--- config.mk ---
export PLATFORM = sky130hd
export DESIGN_NAME = upe_ctrl
export DESIGN_NICKNAME = d
export VERILOG_FILES = /design/src/design/upe_pkg.sv /design/src/design/upe_ctrl.sv
export SDC_FILE = /design/constraint.sdc
export NUM_CORES = 1
export LEC_CHECK = 0
export ABC_AREA = 0
export BUFFER_PORTS_ARGS = -buffer_cell sky130_fd_sc_hd__buf_4
export CORE_UTILIZATION = 45
export CTS_CLUSTER_SIZE = 24
export DETAILED_ROUTE_END_ITERATION = 10
export PLACE_DENSITY = 0.69
export SLEW_MARGIN = 20
export SYNTH_ARGS = -nofsm -noshare
export SYNTH_HDL_FRONTEND = slang
export SYNTH_SLANG_ARGS = --single-unit
--- constraint.sdc ---
create_clock -name clk -period 2.8 [get_ports clk]
set_clock_uncertainty 0.05 [all_clocks]
set_input_delay 0.56 -clock clk [delete_from_list [all_inputs] [get_ports clk]]
set_output_delay 0.56 -clock clk [all_outputs]
set_load 0.03 [all_outputs]
--- src/design/upe_pkg.sv ---
// ----------------------------------------------------------------------------
// upe_pkg: shared types and constants for the unicycle state predictor
// Q-format constants, CORDIC arctangent table, datapath command encoding.
// ----------------------------------------------------------------------------
package upe_pkg;

  localparam int FRAC_BITS_DEF = 16;
  localparam int ITERS         = 30;
  localparam int ITER_W        = $clog2(ITERS);
  localparam int DT_W          = 24;
  localparam int PADDR_W       = 3;
  localparam int MUL_W         = 35;
  localparam int PROD_W        = 2 * MUL_W;
  localparam int ANG_W         = 34;

  localparam logic [DT_W-1:0]           STEP_RESET  = 24'd6554;
  localparam logic signed [MUL_W-1:0]   INV_TWO_PI  = 35'sd683565276;
  localparam logic signed [MUL_W-1:0]   HALF_PI     = 35'sd1686629713;
  localparam logic signed [ANG_W-1:0]   CORDIC_GAIN = 34'sd652032874;
  localparam logic [PADDR_W-1:0]        ADDR_STEP   = 3'd0;

  typedef enum logic [3:0] {
    OP_NONE, OP_CAPTURE, OP_PHASE, OP_ANGLE, OP_INIT, OP_ROT, OP_MULC, OP_MULS,
    OP_DX, OP_DY, OP_DH, OP_DV, OP_FIN, OP_EMIT
  } op_t;

  typedef struct packed {
    op_t              op;
    logic [ITER_W-1:0] iter;
  } cmd_t;

  function automatic logic signed [ANG_W-1:0] atan_q30(input logic [ITER_W-1:0] i);
    case (i)
      5'd0:    atan_q30 = 34'sd843314857;
      5'd1:    atan_q30 = 34'sd497837829;
      5'd2:    atan_q30 = 34'sd263043837;
      5'd3:    atan_q30 = 34'sd133525159;
      5'd4:    atan_q30 = 34'sd67021687;
      5'd5:    atan_q30 = 34'sd33543516;
      5'd6:    atan_q30 = 34'sd16775851;
      5'd7:    atan_q30 = 34'sd8388437;
      5'd8:    atan_q30 = 34'sd4194283;
      5'd9:    atan_q30 = 34'sd2097149;
      default: atan_q30 = ANG_W'(34'sd1 <<< (5'd30 - i));
    endcase
  endfunction

  function automatic logic signed [31:0] sat32(input logic signed [PROD_W:0] v);
    if (v > (PROD_W+1)'(33'sd2147483647))
      sat32 = 32'sh7fffffff;
    else if (v < -(PROD_W+1)'(33'sd2147483648))
      sat32 = 32'sh80000000;
    else
      sat32 = v[31:0];
  endfunction

endpackage

--- src/design/upe_ctrl.sv ---
// ----------------------------------------------------------------------------
// upe_ctrl: sequencer of the unicycle state predictor
// Steps the shared multiplier and CORDIC through one item, owns handshakes.
// ----------------------------------------------------------------------------
module upe_ctrl
  import upe_pkg::*;
(
  input  logic clk,
  input  logic rst,
  input  logic in_valid,
  input  logic in_load,
  output logic in_ready,
  output logic out_valid,
  input  logic out_ready,
  output cmd_t cmd
);

  typedef enum logic [3:0] {
    S_IDLE, S_PHASE, S_ANGLE, S_INIT, S_ROT, S_MULC, S_MULS,
    S_DX, S_DY, S_DH, S_DV, S_FIN, S_EMIT
  } state_t;

  state_t            state;
  logic [ITER_W-1:0] iter;
  logic              emit;

  assign in_ready = (state == S_IDLE);
  assign emit     = (state == S_EMIT) && (!out_valid || out_ready);

  always_comb begin
    cmd.iter = iter;
    case (state)
      S_IDLE:  cmd.op = (in_valid) ? OP_CAPTURE : OP_NONE;
      S_PHASE: cmd.op = OP_PHASE;
      S_ANGLE: cmd.op = OP_ANGLE;
      S_INIT:  cmd.op = OP_INIT;
      S_ROT:   cmd.op = OP_ROT;
      S_MULC:  cmd.op = OP_MULC;
      S_MULS:  cmd.op = OP_MULS;
      S_DX:    cmd.op = OP_DX;
      S_DY:    cmd.op = OP_DY;
      S_DH:    cmd.op = OP_DH;
      S_DV:    cmd.op = OP_DV;
      S_FIN:   cmd.op = OP_FIN;
      S_EMIT:  cmd.op = emit ? OP_EMIT : OP_NONE;
      default: cmd.op = OP_NONE;
    endcase
  end

  always_ff @(posedge clk) begin
    if (rst) begin
      state     <= S_IDLE;
      iter      <= '0;
      out_valid <= 1'b0;
    end else begin
      if (emit) out_valid <= 1'b1;
      else if (out_ready) out_valid <= 1'b0;
      case (state)
        S_IDLE:  if (in_valid) state <= in_load ? S_EMIT : S_PHASE;
        S_PHASE: state <= S_ANGLE;
        S_ANGLE: state <= S_INIT;
        S_INIT: begin
          iter  <= '0;
          state <= S_ROT;
        end
        S_ROT: begin
          iter <= iter + 1'b1;
          if (iter == ITER_W'(ITERS - 1)) state <= S_MULC;
        end
        S_MULC:  state <= S_MULS;
        S_MULS:  state <= S_DX;
        S_DX:    state <= S_DY;
        S_DY:    state <= S_DH;
        S_DH:    state <= S_DV;
        S_DV:    state <= S_FIN;
        S_FIN:   state <= S_EMIT;
        S_EMIT: begin
          if (emit) state <= S_IDLE;
        end
        default: state <= S_IDLE;
      endcase
    end
  end

`ifndef SYNTHESIS
  a_iter_range: assert property (@(posedge clk) disable iff (rst)
    state == S_ROT |-> iter < ITER_W'(ITERS))
    else $error("rotation index out of range");
  a_busy_after_accept: assert property (@(posedge clk) disable iff (rst)
    in_valid && in_ready |=> !in_ready)
    else $error("ready held after a transaction");
  a_valid_from_emit: assert property (@(posedge clk) disable iff (rst)
    $rose(out_valid) |-> $past(state == S_EMIT))
    else $error("result raised outside emit");
`endif

endmodule

Word level (Yosys, flattened, before mapping). Index checks and enable logic that the tools add are counted.

Register bits after elaboration: 10. Input port bits: 5.

Add/sub/neg operators: 1. Eq/ne operators: 16. Multiplexer cells: 11. Reductions and logical operators: 7.

Operator list (number): one-hot mux 4 bit (13 select lines) (2); == test 4 bit, second input constant (5); 2-to-1 mux 4 bit (5); == test 4 x 3 -> 1 bit, second input constant (4); one-hot mux 5 bit (2 select lines) (1); == test 4 x 2 -> 1 bit, second input constant (2); inequality test 2 bit, second input constant (3); adder 5 x 1 -> 5 bit, second input constant (1); == test 5 bit, second input constant (1); == test 4 x 1 -> 1 bit, second input constant (1); zero test 4 bit (1); nonzero test 2 bit (2); 2-to-1 mux 1 bit (3); AND reduction 3 bit (1); logical AND 1 bit (1); zero test 1 bit (1); logical OR 1 bit (1).

Depth between registers and ports, before layout.
Depth in word-level cells: 5. Depth in mapped cells: 6. Mapped depth without buffers: 6.

Least setup slack after synthesis. No wires, ideal clock.

Path type: reg2out. Start: reg state[0]. End: out in_ready. Arrival: 1.621 ns. Required time: 2.190 ns. Path slack: 0.569 ns. Cell stages (with the launch flop): 3. Buffers on the path: 1. Cell sequence: dfxtp_1 buf_4 nor4_1.

Word-level cells in the longest chain between the ends: 1.

Ends and longest elaborated chain: start, declared (line upe_ctrl.sv:23) `state_t state;`; start signal, assigned (line upe_ctrl.sv:59) `S_IDLE: if (in_valid) state <= in_load ? S_EMIT : S_PHASE;`; zero test 4 bit (line upe_ctrl.sv:27) `assign in_ready = (state == S_IDLE);`; end, declared (line upe_ctrl.sv:12) `output logic in_ready,`.

No other way between the ends.

==> results.txt <==
After detailed routing, the wire length on met1 is 651 um. Global routing used 20.9% of the available tracks. The initialized floorplan defines 13 standard-cell rows. TritonCTS built the clock tree. At the later pin of the worst-skew pair, clock insertion delay measures 0.26 ns. The startpoint of the most critical hold path was rst.

The first detailed-routing pass took 2 iterations. The run gives 0 as the number of buffers inserted for hold repair after clock tree synthesis. The number of cells traversed by the worst hold path was 2. The die covers 1580 um2.

The total setup buffers inserted after CTS was 0. The portion of the post-synthesis area used by sequential elements came out at 31.3%. Along the worst path, the maximum fanout reaches 17. The worst slack on hold paths is 0.494 ns. The most area-hungry cell type in the Yosys netlist was sky130_fd_sc_hd__dfxtp_1. The logs give 0 for the number of setup violations in the final report and 0.321 nW for the leakage power of the design. The logs give 0 for the initial antenna violation count and 0 for the count of cells resized by post-cts repair.

The power per cell area is 1030 nW/um2. The core region is 1320 um2. Setup total negative slack on the finished layout was measured at 0 ns. Tracing the worst setup path back leads to its startpoint at state[3].

The area share of the largest cell type after synthesis works out to 31.3%. The category of the worst setup path launch point was a flip-flop. The number of I/O pins came out at 16. The post-route worst setup slack came out at 0.596 ns. After detailed routing, the number of remaining DRC violations is 0. The run gives 123 as the filler cell count.

The tools report the level count of the clock H-tree as 1. Among all flip-flop cells after synthesis, the most frequent one is sky130_fd_sc_hd__dfxtp_1. During synthesis, Yosys emitted a total of 0 warnings. The logs give 58.0% for the final core utilization and 509 for the number of global-route vias before repair.

The tools report the area of the mapped netlist as 639 um2. Top layer used by detailed routing: met4. Setup repair after global routing left no endpoint under its margin. The first global-routing pass estimated 2180 um of wire. Of the available clock period, the critical path in the final layout requires 78.7%.

The total count of max-transition violations in the final report is 0, and the post-synthesis async set-or-reset flop share is 0%. The layout-stage area growth over the synthesis result is 19.6%. Clock-pin slew was measured on the worst setup and hold paths at 0.07 ns. The count of final hold-check violations was 0.

Summed over all nets, wire length on met2 after detailed routing comes to 605 um. Highest clock frequency the design can meet: 454 MHz. In the final routed layout, each cell accounts on average for 12.9 um. The global route total overflow is 0, and the critical path arrival is 1.59 ns. The number of design-rule violations left by the first detailed-router iteration was 8. After legalization and detailed placement, the total HPWL measured 908 um. By area the synthesized netlist is led by sky130_fd_sc_hd__dfxtp_1 (31%), sky130_fd_sc_hd__nor2_1 (4.7%), sky130_fd_sc_hd__a21oi_1 (3.9%). The worst setup path is captured at an output pin.

The detail route stage leaves a number of antenna-violating nets equal to 0. The net count reported at finish is 95, and the final period demand of the worst path is 2.20 ns. The worst register-to-register path has a depth of 3. The run finished with clean final reports. The worst register-to-register path begins at state[3]. The worst-case IR drop observed on VDD is 0.000665 V. The type of the most critical hold path is in2reg. The height of the chip was 39.7 um.

The critical path is of the reg2out type. Horizontal die dimension: 39.7 um. The run gives 0 as the number of diodes. The worst slew margin relative to its limit was 59.7%. The setup slack after placement was 0.621 ns. The endpoint identified for the worst register-to-register timing path is state[1]. By instance count, the leading cell after synthesis is sky130_fd_sc_hd__dfxtp_1.

The flip-flop and latch count after synthesis is 10, and the maximum number of pins on one net before global-route repair is 19. The post-route netlist has 25.3% of its cells at a drive strength greater than 1. The tools report the number of cells produced by synthesis as 75.

The run gives 764 um2 as the area of all placed cells without fillers. Summed over all nets, wire length on met3 after detailed routing comes to 39 um. The placed standard-cell area is 728 um2. Using the TritonRoute via totals, the vias-per-cell ratio works out to 5.75.

The clock root buffer is sky130_fd_sc_hd__clkbuf_4. The run gives 0.680 as the last weighted congestion value of the routability-driven placer. The transition at the pin with the smallest max-transition slack is 0.604 ns, and the register-to-register path setup slack is 0.93 ns. The mean instance size in the synthesized netlist is 8.52 um2. Distinct cell type count after synthesis: 37.

The run gives 82 as the post-synth net total. The logs give 2 for the maximum clock path buffer count and 586 for the overall via count from detail_route. Counting flops with a built-in enable in the synthesized netlist gives 0. The max-cap check violation count is 0, and the sequential standard cell area is 200 um2.

The final layout contains routed wiring with a total length of 1310 um. Sorting the synthesized cells by how often they occur yields sky130_fd_sc_hd__dfxtp_1 (10), sky130_fd_sc_hd__nor2_1 (8), sky130_fd_sc_hd__a21oi_1 (5), sky130_fd_sc_hd__nand2_1 (5). Initial core utilization: 48.5%.

The path with the worst hold slack has its endpoint at iter[3]. In the final layout, the multi-input gates occupy 389 um2. The clock sink count is 10, and the number of buffers added by the clock tree synthesis step is 3.

The count of buffers added on input and output ports is 15. For the worst setup path, the data required time is 2.19 ns.
cell type report:
type	instances	share of cell area, %
multi-input cells	56	50.9
clock buffers	4	4.75
repair buffers	15	14.7
flip-flops and latches	10	26.2
well taps	15	2.45
inverters	2	0.982
layout by cell type, fill, tap and decap left out, types with 2 or more instances in the layout:
cell	n
sky130_fd_sc_hd__inv_1	2
sky130_fd_sc_hd__a21oi_1	5
sky130_fd_sc_hd__o31ai_1	2
sky130_fd_sc_hd__nor3_1	2
sky130_fd_sc_hd__nor2b_1	3
sky130_fd_sc_hd__nand4_1	3
sky130_fd_sc_hd__nor3b_1	2
sky130_fd_sc_hd__o22ai_1	2
sky130_fd_sc_hd__dfxtp_1	10
sky130_fd_sc_hd__buf_4	15
sky130_fd_sc_hd__nand2_1	5
sky130_fd_sc_hd__clkbuf_4	3
sky130_fd_sc_hd__o2bb2ai_1	2
sky130_fd_sc_hd__nor4_1	2
sky130_fd_sc_hd__nor2_1	8
sky130_fd_sc_hd__ha_1	2
worst max path at each step:
stage / to / slack [ns] / cells past startpoint
floorplan: in_ready / 0.57 / 2
global placement: cmd[7] / 0.66 / 6
detailed placement: cmd[7] / 0.62 / 6
CTS: cmd[7] / 0.59 / 4
global route: cmd[7] / 0.47 / 4
finish: cmd[7] / 0.60 / 4
state kept, by name, indices dropped and copies added (netlist names):
register,count
iter,5
state,4
out_valid,1
worst max-delay path, cell delays in order (launching register included):
cell	delay (ns)
sky130_fd_sc_hd__dfxtp_1	0.71
sky130_fd_sc_hd__o21a_1	0.20
sky130_fd_sc_hd__o22ai_1	0.07
sky130_fd_sc_hd__a21o_1	0.20
sky130_fd_sc_hd__buf_4	0.16
routing by layer:
layer  vias up  track usage, %
li1        300               -
met1       273            25.9
met2        11            32.8
met3         2            5.11
met4         0            10.3
met5         -               0
through the flow:
step / total power [mW] / std cells
global route: 0.855 / 102
floorplan: 0.576 / 75
CTS: 0.797 / 102
global placement: 0.664 / 98
finish: 0.791 / 102
detailed placement: 0.666 / 98
cell families (layout without fill, tap and decap cells):
family	count (synthesis)	after routing	share of synthesized area, %
muxes	2	2	3.33
and+or+nand+nor	31	31	29.4
adders and majority gates	2	2	3.91
AOI/OAI and AO/OA	20	20	22.9
buffers and inverters	9	21	7.83
DFF	10	10	31.3
xor gates and xnor gates	1	1	1.37
power by group:
part	leakage (nW)	switching [mW]	internal (mW)
registers	0.0815	0.105	0.173
clock network	0.0210	0.0485	0.0788
logic	0.219	0.215	0.170
Note: power is estimated with default switching activity, not from simulation.
